### src/rtl/tsg_pkg.sv
`timescale 1ns / 1ps
// ----------------------------------------------------------------------------
// tsg_pkg
// Shared types, constants and the 2^(i/16) fraction table of the transient
// shaper gain block.
// ----------------------------------------------------------------------------
package tsg_pkg;

    localparam int SAMPLE_W   = 16;
    localparam int CHANNELS   = 2;
    localparam int IN_W       = CHANNELS * SAMPLE_W;
    localparam int GAIN_W     = 16;
    localparam int OUT_W      = CHANNELS * SAMPLE_W + GAIN_W;
    localparam int COEF_W     = 24;
    localparam int ENV_W      = 24;
    localparam int SENS_W     = 13;
    localparam int OGAIN_W    = 14;
    localparam int MAG_W      = SAMPLE_W + 1;
    localparam int MANT_W     = 18;
    localparam int CFG_IDX_W  = 3;
    localparam int CFG_DATA_W = 24;

    // shared multiplier: signed operands wide enough for coef * (env - peak)
    localparam int MUL_W  = 26;
    localparam int PROD_W = 2 * MUL_W;

    localparam logic [MUL_W-1:0] LOG2_DB_K = 26'd2786635;
    localparam logic signed [17:0] GAIN_MAX = 18'sd18432;
    localparam logic signed [17:0] GAIN_MIN = -18'sd18432;

    // register indexes
    localparam logic [CFG_IDX_W-1:0] CFG_FAST_ATTACK  = 3'd0;
    localparam logic [CFG_IDX_W-1:0] CFG_FAST_RELEASE = 3'd1;
    localparam logic [CFG_IDX_W-1:0] CFG_SLOW_ATTACK  = 3'd2;
    localparam logic [CFG_IDX_W-1:0] CFG_SLOW_RELEASE = 3'd3;
    localparam logic [CFG_IDX_W-1:0] CFG_ATTACK_SENS  = 3'd4;
    localparam logic [CFG_IDX_W-1:0] CFG_SUSTAIN_SENS = 3'd5;
    localparam logic [CFG_IDX_W-1:0] CFG_OUTPUT_GAIN  = 3'd6;

    // register reset values
    localparam logic [COEF_W-1:0] RST_FAST_ATTACK  = 24'd16661113;
    localparam logic [COEF_W-1:0] RST_FAST_RELEASE = 24'd16765569;
    localparam logic [COEF_W-1:0] RST_SLOW_ATTACK  = 24'd16774886;
    localparam logic [COEF_W-1:0] RST_SLOW_RELEASE = 24'd16776342;

    typedef logic signed [MUL_W-1:0]  mul_op_t;
    typedef logic signed [PROD_W-1:0] mul_prod_t;

    typedef enum logic [3:0] {
        ST_IDLE,
        ST_FAST,
        ST_SLOW,
        ST_SLOW_UPD,
        ST_ATT,
        ST_SUS,
        ST_ACC,
        ST_GAIN,
        ST_EXP,
        ST_SPLIT,
        ST_INTERP,
        ST_MANT,
        ST_LEFT,
        ST_RIGHT,
        ST_DONE
    } seq_state_t;

    // 2^(idx/16) in Q16
    function automatic logic [MANT_W-1:0] exp_frac(input logic [4:0] idx);
        logic [MANT_W-1:0] val;
        begin
            case (idx)
                5'd0:    val = 18'd65536;
                5'd1:    val = 18'd68438;
                5'd2:    val = 18'd71468;
                5'd3:    val = 18'd74632;
                5'd4:    val = 18'd77936;
                5'd5:    val = 18'd81386;
                5'd6:    val = 18'd84990;
                5'd7:    val = 18'd88752;
                5'd8:    val = 18'd92682;
                5'd9:    val = 18'd96785;
                5'd10:   val = 18'd101070;
                5'd11:   val = 18'd105545;
                5'd12:   val = 18'd110218;
                5'd13:   val = 18'd115098;
                5'd14:   val = 18'd120194;
                5'd15:   val = 18'd125515;
                5'd16:   val = 18'd131072;
                default: val = 18'd131072;
            endcase
            return val;
        end
    endfunction

endpackage

### src/rtl/tsg_mul.sv
`timescale 1ns / 1ps
// ----------------------------------------------------------------------------
// tsg_mul
// Shared signed multiplier with a registered product; the product holds
// while the enable is low.
// ----------------------------------------------------------------------------
module tsg_mul (
    input  logic              clk,
    input  logic              en,
    input  tsg_pkg::mul_op_t  op_a,
    input  tsg_pkg::mul_op_t  op_b,
    output tsg_pkg::mul_prod_t prod
);
    import tsg_pkg::*;

    mul_prod_t prod_reg;

    always_ff @(posedge clk)
    begin
        if (en)
        begin
            prod_reg <= op_a * op_b;
        end
    end

    assign prod = prod_reg;

endmodule

### src/rtl/transient_shaper_gain.sv
`timescale 1ns / 1ps
// ----------------------------------------------------------------------------
// transient_shaper_gain
// Linked-stereo transient shaper: dual envelope follower, dB gain, linear
// scaling with saturation.
// ----------------------------------------------------------------------------
// Usage:
//   s_axis carries one stereo frame per item: tdata = {right, left}.
//   m_axis returns one item per frame: tdata = {gain_db, right, left}.
//   cfg_* writes one register (index, data) per handshake; cfg_ready is
//   always high. Write registers only while no frame is in flight.
//   s_axis_tready is high only while the sequencer is idle. After an item
//   is accepted, the sequencer steps through its states to the result on
//   m_axis, and the next item can be accepted only once it is back in idle.
//   The pace is set by one shared multiplier that forms eight products in
//   turn (two envelope updates, two gain terms, the dB-to-log2 scale, the
//   table interpolation and one scaling per channel).
//   The output register holds its item until m_axis_tready; a new frame is
//   still taken and worked on meanwhile, and the sequencer waits in its last
//   step only if the previous result has not been taken yet.
//   Reset clears both envelopes, loads the register defaults and drops
//   m_axis_tvalid.
// ----------------------------------------------------------------------------
module transient_shaper_gain (
    input  logic                              clk,
    input  logic                              rst_n,
    // slave stream: [15:0] left_sample, [31:16] right_sample
    input  logic                              s_axis_tvalid,
    output logic                              s_axis_tready,
    input  logic [tsg_pkg::IN_W-1:0]          s_axis_tdata,
    // master stream: [15:0] left_out, [31:16] right_out, [47:32] gain_db
    output logic                              m_axis_tvalid,
    input  logic                              m_axis_tready,
    output logic [tsg_pkg::OUT_W-1:0]         m_axis_tdata,
    // configuration write channel
    input  logic                              cfg_valid,
    output logic                              cfg_ready,
    input  logic [tsg_pkg::CFG_IDX_W-1:0]     cfg_index,
    input  logic [tsg_pkg::CFG_DATA_W-1:0]    cfg_data
);
    import tsg_pkg::*;

    // configuration registers
    logic [COEF_W-1:0]         fast_attack_reg;
    logic [COEF_W-1:0]         fast_release_reg;
    logic [COEF_W-1:0]         slow_attack_reg;
    logic [COEF_W-1:0]         slow_release_reg;
    logic signed [SENS_W-1:0]  att_sens_reg;
    logic signed [SENS_W-1:0]  sus_sens_reg;
    logic signed [OGAIN_W-1:0] out_gain_reg;

    // state
    seq_state_t state_reg;
    seq_state_t state_next;
    logic [ENV_W-1:0] fast_env_reg;
    logic [ENV_W-1:0] slow_env_reg;

    // per-item working registers
    logic [MAG_W-1:0]          mag_l_reg;
    logic [MAG_W-1:0]          mag_r_reg;
    logic                      neg_l_reg;
    logic                      neg_r_reg;
    logic [ENV_W-1:0]          pk_reg;
    logic signed [39:0]        acc_reg;
    logic signed [GAIN_W-1:0]  gain_reg;
    logic signed [5:0]         exp_n_reg;
    logic [3:0]                frac_i_reg;
    logic [11:0]               frac_r_reg;
    logic [MANT_W-1:0]         mant_reg;
    logic [SAMPLE_W-1:0]       left_res_reg;

    // output register
    logic                      out_valid_reg;
    logic [SAMPLE_W-1:0]       out_left_reg;
    logic [SAMPLE_W-1:0]       out_right_reg;
    logic [GAIN_W-1:0]         out_gain_db_reg;

    // shared multiplier
    logic      mul_en;
    mul_op_t   op_a;
    mul_op_t   op_b;
    mul_prod_t prod;

    // input side
    logic signed [SAMPLE_W-1:0] in_left;
    logic signed [SAMPLE_W-1:0] in_right;
    logic [MAG_W-1:0]           in_mag_l;
    logic [MAG_W-1:0]           in_mag_r;
    logic [MAG_W-1:0]           in_peak;

    logic                      in_accept;
    logic                      out_free;
    logic [COEF_W-1:0]         fast_coef;
    logic [COEF_W-1:0]         slow_coef;
    logic [MUL_W-1:0]          fast_diff;
    logic [MUL_W-1:0]          slow_diff;
    logic [MUL_W-1:0]          trans;
    logic [PROD_W-1:0]         env_sum;
    logic [ENV_W-1:0]          env_upd;
    logic [40:0]               gain_sum;
    logic signed [17:0]        gain_raw;
    logic signed [GAIN_W-1:0]  gain_clamp;
    logic signed [16:0]        total_db;
    logic [PROD_W-1:0]         exp_sum;
    logic [MANT_W-1:0]         tab_base;
    logic [MANT_W-1:0]         tab_next;
    logic [12:0]               tab_diff;
    logic [25:0]               interp_rnd;
    logic [SAMPLE_W-1:0]       scaled;

    // rounded shift by 2^(n-16), then saturation to a signed sample
    function automatic logic [SAMPLE_W-1:0] scale_sat(
        input logic [34:0]       p,
        input logic signed [5:0] n,
        input logic              neg
    );
        logic [36:0]         q;
        logic [34:0]         t;
        logic [5:0]          lsh;
        logic [5:0]          rsh;
        logic [SAMPLE_W-1:0] res;
        begin
            lsh = 6'(n - 6'sd16);
            rsh = 6'(6'sd15 - n);
            t   = p >> rsh;
            if (n >= 6'sd16)
            begin
                q = {2'b00, p} << lsh;
            end
            else
            begin
                q = ({2'b00, t} + 37'd1) >> 1;
            end
            if (neg)
            begin
                if (q > 37'd32768)
                begin
                    res = 16'h8000;
                end
                else
                begin
                    res = 16'(37'd0 - q);
                end
            end
            else
            begin
                if (q > 37'd32767)
                begin
                    res = 16'h7FFF;
                end
                else
                begin
                    res = q[15:0];
                end
            end
            return res;
        end
    endfunction

    tsg_mul u_mul (
        .clk  (clk),
        .en   (mul_en),
        .op_a (op_a),
        .op_b (op_b),
        .prod (prod)
    );

    assign in_left  = s_axis_tdata[SAMPLE_W-1:0];
    assign in_right = s_axis_tdata[2*SAMPLE_W-1:SAMPLE_W];
    assign in_mag_l = in_left[SAMPLE_W-1]  ? (MAG_W'(0) - {in_left[SAMPLE_W-1], in_left})
                                           : {1'b0, in_left};
    assign in_mag_r = in_right[SAMPLE_W-1] ? (MAG_W'(0) - {in_right[SAMPLE_W-1], in_right})
                                           : {1'b0, in_right};
    assign in_peak  = (in_mag_l > in_mag_r) ? in_mag_l : in_mag_r;

    assign s_axis_tready = (state_reg == ST_IDLE);
    assign in_accept     = s_axis_tvalid && s_axis_tready;
    assign out_free      = !out_valid_reg || m_axis_tready;
    assign cfg_ready     = 1'b1;

    assign m_axis_tvalid = out_valid_reg;
    assign m_axis_tdata  = {out_gain_db_reg, out_right_reg, out_left_reg};

    // follower coefficient: attack while the peak rises above the envelope
    assign fast_coef = (pk_reg > fast_env_reg) ? fast_attack_reg : fast_release_reg;
    assign slow_coef = (pk_reg > slow_env_reg) ? slow_attack_reg : slow_release_reg;
    assign fast_diff = {2'b00, fast_env_reg} - {2'b00, pk_reg};
    assign slow_diff = {2'b00, slow_env_reg} - {2'b00, pk_reg};
    assign trans     = {2'b00, fast_env_reg} - {2'b00, slow_env_reg};

    // env' = pk + c * (env - pk), rounded, in Q.24
    assign env_sum = prod + (PROD_W'(pk_reg) << 24) + (PROD_W'(1) << 23);
    assign env_upd = env_sum[47:24];

    // 3 * acc, rounded by 2^22, arithmetic shift by 23
    assign gain_sum = {acc_reg[39], acc_reg} + {acc_reg, 1'b0} + 41'd4194304;
    assign gain_raw = gain_sum[40:23];
    always_comb
    begin
        if (gain_raw > GAIN_MAX)
        begin
            gain_clamp = GAIN_MAX[GAIN_W-1:0];
        end
        else if (gain_raw < GAIN_MIN)
        begin
            gain_clamp = GAIN_MIN[GAIN_W-1:0];
        end
        else
        begin
            gain_clamp = gain_raw[GAIN_W-1:0];
        end
    end

    assign total_db = {gain_reg[GAIN_W-1], gain_reg}
                    + {{3{out_gain_reg[OGAIN_W-1]}}, out_gain_reg};
    assign exp_sum  = prod + PROD_W'(32768);

    assign tab_base   = exp_frac({1'b0, frac_i_reg});
    assign tab_next   = exp_frac({1'b0, frac_i_reg} + 5'd1);
    assign tab_diff   = 13'(tab_next - tab_base);
    assign interp_rnd = prod[25:0] + 26'd2048;

    assign scaled = scale_sat(prod[34:0], exp_n_reg,
                              (state_reg == ST_RIGHT) ? neg_l_reg : neg_r_reg);

    // sequencer
    always_ff @(posedge clk or negedge rst_n)
    begin
        if (!rst_n)
        begin
            state_reg <= ST_IDLE;
        end
        else
        begin
            state_reg <= state_next;
        end
    end

    always_comb
    begin
        state_next = state_reg;
        mul_en     = 1'b0;
        op_a       = '0;
        op_b       = '0;
        unique case (state_reg)
            ST_IDLE:
            begin
                if (in_accept)
                begin
                    state_next = ST_FAST;
                end
            end
            ST_FAST:
            begin
                mul_en     = 1'b1;
                op_a       = {2'b00, fast_coef};
                op_b       = fast_diff;
                state_next = ST_SLOW;
            end
            ST_SLOW:
            begin
                mul_en     = 1'b1;
                op_a       = {2'b00, slow_coef};
                op_b       = slow_diff;
                state_next = ST_SLOW_UPD;
            end
            ST_SLOW_UPD:
            begin
                state_next = ST_ATT;
            end
            ST_ATT:
            begin
                mul_en     = 1'b1;
                op_a       = {{(MUL_W-SENS_W){att_sens_reg[SENS_W-1]}}, att_sens_reg};
                op_b       = trans;
                state_next = ST_SUS;
            end
            ST_SUS:
            begin
                mul_en     = 1'b1;
                op_a       = {{(MUL_W-SENS_W){sus_sens_reg[SENS_W-1]}}, sus_sens_reg};
                op_b       = {2'b00, slow_env_reg};
                state_next = ST_ACC;
            end
            ST_ACC:
            begin
                state_next = ST_GAIN;
            end
            ST_GAIN:
            begin
                state_next = ST_EXP;
            end
            ST_EXP:
            begin
                mul_en     = 1'b1;
                op_a       = {{(MUL_W-17){total_db[16]}}, total_db};
                op_b       = LOG2_DB_K;
                state_next = ST_SPLIT;
            end
            ST_SPLIT:
            begin
                state_next = ST_INTERP;
            end
            ST_INTERP:
            begin
                mul_en     = 1'b1;
                op_a       = {13'd0, tab_diff};
                op_b       = {14'd0, frac_r_reg};
                state_next = ST_MANT;
            end
            ST_MANT:
            begin
                state_next = ST_LEFT;
            end
            ST_LEFT:
            begin
                mul_en     = 1'b1;
                op_a       = {{(MUL_W-MAG_W){1'b0}}, mag_l_reg};
                op_b       = {{(MUL_W-MANT_W){1'b0}}, mant_reg};
                state_next = ST_RIGHT;
            end
            ST_RIGHT:
            begin
                mul_en     = 1'b1;
                op_a       = {{(MUL_W-MAG_W){1'b0}}, mag_r_reg};
                op_b       = {{(MUL_W-MANT_W){1'b0}}, mant_reg};
                state_next = ST_DONE;
            end
            ST_DONE:
            begin
                // hold until the output register is free
                if (out_free)
                begin
                    state_next = ST_IDLE;
                end
            end
            default:
            begin
                state_next = ST_IDLE;
            end
        endcase
    end

    // configuration registers, envelopes and output valid
    always_ff @(posedge clk or negedge rst_n)
    begin
        if (!rst_n)
        begin
            fast_attack_reg  <= RST_FAST_ATTACK;
            fast_release_reg <= RST_FAST_RELEASE;
            slow_attack_reg  <= RST_SLOW_ATTACK;
            slow_release_reg <= RST_SLOW_RELEASE;
            att_sens_reg     <= '0;
            sus_sens_reg     <= '0;
            out_gain_reg     <= '0;
            fast_env_reg     <= '0;
            slow_env_reg     <= '0;
            out_valid_reg    <= 1'b0;
        end
        else
        begin
            if (cfg_valid && cfg_ready)
            begin
                unique case (cfg_index)
                    CFG_FAST_ATTACK:  fast_attack_reg  <= cfg_data[COEF_W-1:0];
                    CFG_FAST_RELEASE: fast_release_reg <= cfg_data[COEF_W-1:0];
                    CFG_SLOW_ATTACK:  slow_attack_reg  <= cfg_data[COEF_W-1:0];
                    CFG_SLOW_RELEASE: slow_release_reg <= cfg_data[COEF_W-1:0];
                    CFG_ATTACK_SENS:  att_sens_reg     <= cfg_data[SENS_W-1:0];
                    CFG_SUSTAIN_SENS: sus_sens_reg     <= cfg_data[SENS_W-1:0];
                    CFG_OUTPUT_GAIN:  out_gain_reg     <= cfg_data[OGAIN_W-1:0];
                    default: ;
                endcase
            end
            if (state_reg == ST_SLOW)
            begin
                fast_env_reg <= env_upd;
            end
            if (state_reg == ST_SLOW_UPD)
            begin
                slow_env_reg <= env_upd;
            end
            if (state_reg == ST_DONE && out_free)
            begin
                out_valid_reg <= 1'b1;
            end
            else if (m_axis_tready)
            begin
                out_valid_reg <= 1'b0;
            end
        end
    end

    // working and output payload registers
    always_ff @(posedge clk)
    begin
        if (in_accept)
        begin
            mag_l_reg <= in_mag_l;
            mag_r_reg <= in_mag_r;
            neg_l_reg <= in_left[SAMPLE_W-1];
            neg_r_reg <= in_right[SAMPLE_W-1];
            pk_reg    <= ENV_W'({in_peak, 8'b0});
        end
        if (state_reg == ST_SUS)
        begin
            acc_reg <= prod[39:0];
        end
        if (state_reg == ST_ACC)
        begin
            acc_reg <= acc_reg + prod[39:0];
        end
        if (state_reg == ST_GAIN)
        begin
            gain_reg <= gain_clamp;
        end
        if (state_reg == ST_SPLIT)
        begin
            // log2 gain in Q16: integer part, table index, interpolation weight
            exp_n_reg  <= exp_sum[37:32];
            frac_i_reg <= exp_sum[31:28];
            frac_r_reg <= exp_sum[27:16];
        end
        if (state_reg == ST_MANT)
        begin
            mant_reg <= tab_base + MANT_W'(interp_rnd[25:12]);
        end
        if (state_reg == ST_RIGHT)
        begin
            left_res_reg <= scaled;
        end
        if (state_reg == ST_DONE && out_free)
        begin
            out_left_reg    <= left_res_reg;
            out_right_reg   <= scaled;
            out_gain_db_reg <= gain_reg;
        end
    end

endmodule

### config.mk
export PLATFORM = sky130hd
export DESIGN_NAME = transient_shaper_gain
export DESIGN_NICKNAME = d
export VERILOG_FILES = /design/src/rtl/tsg_pkg.sv /design/src/rtl/tsg_mul.sv /design/src/rtl/transient_shaper_gain.sv
export SDC_FILE = /design/constraint.sdc
export NUM_CORES = 2
export LEC_CHECK = 0
export BUFFER_PORTS_ARGS = -buffer_cell sky130_fd_sc_hd__buf_2
export CAP_MARGIN = 5
export CORE_MARGIN = 2
export CORE_UTILIZATION = 55
export DETAILED_ROUTE_END_ITERATION = 8
export PLACE_DENSITY = 0.78
export SKIP_CTS_REPAIR_TIMING = 1
export SLEW_MARGIN = 20
export SYNTH_ARGS = -nofsm -noshare
export SYNTH_HDL_FRONTEND = slang
export SYNTH_SLANG_ARGS = --single-unit
### constraint.sdc
create_clock -name clk -period 34.5 [get_ports clk]
set_clock_uncertainty 0.1 [all_clocks]
set_input_delay 1.725 -clock clk [delete_from_list [all_inputs] [get_ports clk]]
set_output_delay 1.725 -clock clk [all_outputs]
set_load 0.05 [all_outputs]
== Word-level counts from Yosys, hierarchy flattened ==
Memories as Yosys holds them, arrays and structs flattened. A register that Yosys moved wholly into a read port is not among the register bits.
Cells that the tools add are included.
Storage, ports and cells
  bits in read-only memories: 832
  logic and storage cells: 124
  bits of input ports: 64
  memories: 2
  output and inout port bits: 51
  register bits after elaboration: 449
Cells by class
  shift-type cells: 2
  reduce and logical (&&, ||, !) cells: 19
  multiplexer cells: 22
  multiply operators: 1
  eq/ne operators: 22
  order comparisons: 8
  add/sub/neg operators: 20
Memories
  (no name shown): words 32, width 18, read ports 1, clocked after memory_dff 0, wr ports 0, line tsg_pkg.sv:71  | case (idx)
  (no name shown): words 16, width 16, read ports 1, clocked after memory_dff 1, wr ports 0, line tsg_pkg.sv:71
Operator list (count)
  one-hot mux 26 bit (8 select lines): 1
  one-hot mux 26 bit (7 select lines): 1
  two-way mux 16 bit: 5
  two-way mux 40 bit: 2
  subtractor 24 x 24 -> 25 bit: 3
  one-hot mux 4 bit (15 select lines): 1
  adder 48 x 24 -> 48 bit, second input constant: 1
  adder 48 bit: 1
  > comparator 24 bit: 2
  multiplier 26 x 26 -> 48 bit: 1
  two-way mux 24 bit: 2
  adder 41 x 23 -> 41 bit, second input constant: 1
  adder 41 bit: 1
  adder 40 bit: 1
  adder 38 x 17 -> 38 bit, second input constant: 1
  > comparator 37 x 15 -> 1 bit, second input constant: 1
  > comparator 37 x 16 -> 1 bit, second input constant: 1
  two-way mux 37 bit: 1
  << shifter 35 x 6 -> 37 bit: 1
  adder 35 x 1 -> 36 bit, second input constant: 1
  right shift 35 x 6 -> 35 bit: 1
  two-way mux 17 bit: 2
  subtractor 1 x 16 -> 17 bit, first input constant: 2
  == test 4 bit, second input constant: 7
  other kinds (31): 53

== Longest topological paths before layout ==
  word-level depth: 7
  mapped depth: 51
  mapped depth without buffers: 49

== Modules after synthesis ==
A second synthesis with hierarchy kept.
Unflattened totals
  cells, all modules: 6179
  area, all modules: 59133.0 um2
Modules (own cells, without submodules)
  transient_shaper_gain: area an instance 33173.1 um2, instances 1, cells each 3440, seq. area each 11499.8 um2
  tsg_mul: area an instance 25959.9 um2, instances 1, cells each 2739, seq. area each 1561.5 um2

== Least setup slack after synthesis ==
No wires, ideal clock.
  path kind: register to register
  from: reg frac_i_reg[0]
  to: reg u_mul.prod_reg[47], in the netlist u_mul.prod[47], data pin
  data required time: 34140 ps
  cell stages (with the launch flop): 50
  path slack: 23407 ps
  data arrival time: 10733 ps
  clock period less this slack: 11093 ps
  library setup time: 260 ps
  buffers on the path: 3
  cells stage by stage: edfxtp_1 > clkbuf_1 > clkinv_1 > ha_1 > or3_1 > a21oi_1 > a21o_1 > inv_1 > ha_1 > nor2b_1 > o21ai_0 > a21boi_0 > o21ai_0 > nand2b_1 > a21oi_1 > o21bai_1 > a21o_1 > a21o_1 > [14 not listed] > fa_1 > fa_1 > inv_1 > fa_1 > ha_1 > and2_1 > a221o_1 > a21oi_1 > o21bai_1 > a2111oi_0 > o31ai_1 > a41oi_1 > o2111ai_1 > nor2b_1 > nand3_1 > a21oi_1 > xnor2_1 > xnor2_1
On the way
  cells in the longest elaborated chain, start to end: 5
Ends and longest elaborated chain
  from (decl): line transient_shaper_gain.sv:67  | logic [3:0] frac_i_reg;
  from (signal assigned): line transient_shaper_gain.sv:421  | frac_i_reg <= exp_sum[31:28];
  adder 4 x 1 -> 5 bit: line transient_shaper_gain.sv:219  | assign tab_next = exp_frac({1'b0, frac_i_reg} + 5'd1);
  memory (32 x 18 bit)
  subtractor 13 bit: line transient_shaper_gain.sv:220  | assign tab_diff = 13'(tab_next - tab_base);
  one-hot mux 26 bit (8 select lines): line transient_shaper_gain.sv:245  | unique case (state_reg)
  multiplier 26 x 26 -> 48 bit: line tsg_mul.sv:22  | prod_reg <= op_a * op_b;
  to (signal assigned): line tsg_mul.sv:22
  to (decl): line tsg_mul.sv:16  | mul_prod_t prod_reg;
Every way passes these cells.
A chain may end at the register's enable or synchronous reset.

== Worst setup path in the final report ==
Same ends and word-level chain as after synthesis.

==> impl_metrics.csv <==
group,metric,value,unit
outcome,status,"complete, no violations",
critical_path,cp_max_fo,26,
global_routing,grt_pass1_vias,46661,
layout,n_fill_cell,8440,
synthesis,postSynthAreaPerCell,9.43,um2
synthesis,netlist_top_cells_area,"fa_1 24%, edfxtp_1 14%, ha_1 9.0%, inv_1 5.9%, dfrtp_1 5.4%",
critical_path,endpoint_kind,"flip-flop",
synthesis,yosysWarnings,0,
detailed_routing,drt-total-wl,170000,um
die,coreArea,102000,um2
clocking,cts_sinks,465,
die,start_util,0.555,
layout,design_area,60600,um2
placed_design,hpwl,128000,um
layout,syn2layout_area_growth,7.32,%
layout,final-seq-area,12900,um2
die,num_rows,117,
synthesis,synthCells,5987,
clocking,clk_pin_slew,60,ps
detailed_routing,final_antenna_net_count,0,
critical_path,cp.required,34760,ps
synthesis,synth_ff_type,"edfxtp_1",
sta,timing.hold.ws,319,ps
detailed_routing,firstDrtPassIters,6,
critical_path,path_common_cell,"fa_1",
synthesis,async_flop_share,0.406,
layout,largest_reg_flops,48,
clocking,cts-root-buf,"clkbuf_16",
detailed_routing,viasPerCell,6.16,
global_routing,grt_max_degree,122,
detailed_routing,drcViolationCount,0,
critical_path,cp.arrival,12930,ps
global_routing,grtUsageTotal,0.323,
critical_path,max_stage_delay,610,ps
layout,mostFrequentLayoutCell,"inv_1",
placed_design,io_buffers,113,
hold_path,worst_hold_path_type,"flip-flop to flip-flop",
sta,setup_slack,21830,ps
synthesis,syn_area,56500,um2
synthesis,synth_top_area_share,0.235,
global_routing,antenna_found_initial,6,
sta,slew_violations,0,
synthesis,synth-edff-count,260,
clocking,cts_buffers,51,
sta,finalSetupTns,0,ps
layout,final_cell_mix,"884 x inv_1, 741 x nand2_1, 664 x fa_1, 408 x ha_1, 388 x nor2_1",
layout,nets,7141,
synthesis,yosysUniqueCellTypes,105,
critical_path,startpoint_type,"flip-flop",
sta,max_freq,78.9,MHz
critical_path,crit_type,"flip-flop to flip-flop",
die,io_pins,115,
sta,hold_violations,0,
clocking,worstSkewPairLatency,630,ps
detailed_routing,wl_per_cell,23.0,um
die,die-area,105000,um2
sta,worst_slew_margin_rel,0.254,
clocking,ctsLongestPathBuffers,3,
sta,min_period,12670,ps
layout,multi_input_area,39400,um2
critical_path,slowest_stage,"a2111oi_0",
layout,drive_gt1_frac,0.113,
synthesis,yosysTopAreaCell,"fa_1",
detailed_routing,drt_first_iter_violations,4249,
sta,setup_viol,0,
clocking,cts_tree,"built",
die,die_h,324,um
placed_design,pre_cts_slack,22080,ps
placed_design,gp_congestion,0.989,
die,die_x,324,um
flow_run,maxCapViolations,0,
synthesis,ys_seq_area_frac,0.229,
clocking,htree_levels,2,
global_routing,gr-total-overflow,0,
detailed_routing,vias,45685,
sta,rsz0062_at_grt,"no",
placed_design,dpl_cell_area,58800,um2
sta,tightestPinTransition,1120,ps
synthesis,synth-seq-cells,465,
global_routing,grt_pass1_wl,265000,um
sta,fin_crit_sh,0.367,
[synthesized netlist by cell type, types with 22 or more instances]
cell        n
nand3_1   101
dfstp_2    67
o21ai_0   207
ha_1      408
fa_1      664
nor2b_1    38
a31oi_1    27
xor2_1    105
o211ai_1   35
a221oi_1   23
nand2_1   742
a21oi_1   232
o21bai_1   40
nand4_1    29
a211oi_1   29
o21a_1     35
xnor2_1   184
a21o_1     63
edfxtp_1  260
and2_1     58
dfrtp_1   122
clkbuf_1  225
mux4_2     31
o31ai_1    27
or3_1      50
mux2_2    176
a22oi_1    28
o22ai_1    28
mux2i_1   102
nor2_1    393
buf_1      22
nor3_1    120
nand2b_1   51
and3_1     36
inv_1     884
[path summary, 6_finish.rpt]
path | end | cells after the start | from | slack (ps)
min in group asynchronous | fast_attack_reg[16] | 1 | rst_n | 1170
setup reg to reg | u_mul.prod[47] | 50 | frac_i_reg[0] | 21830
hold / removal | out_left_reg[14] | 0 | left_res_reg[14] | 320
setup / recovery | u_mul.prod[47] | 50 | frac_i_reg[0] | 21830
hold reg to reg | out_left_reg[14] | 0 | left_res_reg[14] | 320
max in group asynchronous | slow_env_reg[12] | 2 | rst_n | 31570
[through the flow]
stage / util / cells
5_1_grt: 0.596 / 7416
2_1_floorplan: - / 5990
3_5_place_dp: 0.578 / 7320
6_report: 0.596 / 7417
3_3_place_gp: 0.578 / 7319
4_1_cts: 0.596 / 7416
[worst max-delay path, delay by kind of cell (launching register included)]
| kind | cells | cell delay [ps] |
|---|---|---|
| AND/OR/NAND/NOR | 8 | 1090 |
| buffers and inverters | 8 | 1250 |
| AO/OA/AOI/OAI | 21 | 4390 |
| adder cells (fa/ha/maj) | 11 | 4670 |
| flip-flops | 1 | 600 |
| XOR/XNOR | 2 | 280 |
[layer usage]
metal | global-route usage | routed length, um
met5 | 0 | 0
met1 | 0.405 | 63600
met4 | 0.169 | 10300
met2 | 0.525 | 79000
met3 | 0.0707 | 17400
[kinds of logic after synthesis]
kind of cell    after synthesis  synth area share
mux                         321            0.0694
flops                       465             0.229
buf+inv                    1153            0.0783
compound gates              967             0.115
other cells                   2          0.000133
xor+xnor                    289            0.0448
fa+ha+maj                  1072             0.326
simple gates               1718             0.138
[layout make-up]
| type | count | area share |
|---|---|---|
| Inverter | 887 | 0.0549 |
| Tap cell | 1368 | 0.0282 |
| Multi-Input combinational cell | 4372 | 0.650 |
| Antenna cell | 1 | 0.0000413 |
| Sequential cell | 465 | 0.214 |
| Clock buffer | 67 | 0.0236 |
| Timing Repair Buffer | 228 | 0.0237 |
| Clock inverter | 29 | 0.00611 |
Power is left out: the tool's default activity adds up to more than one toggle a clock period on the data nets, which glitch-free logic cannot reach.
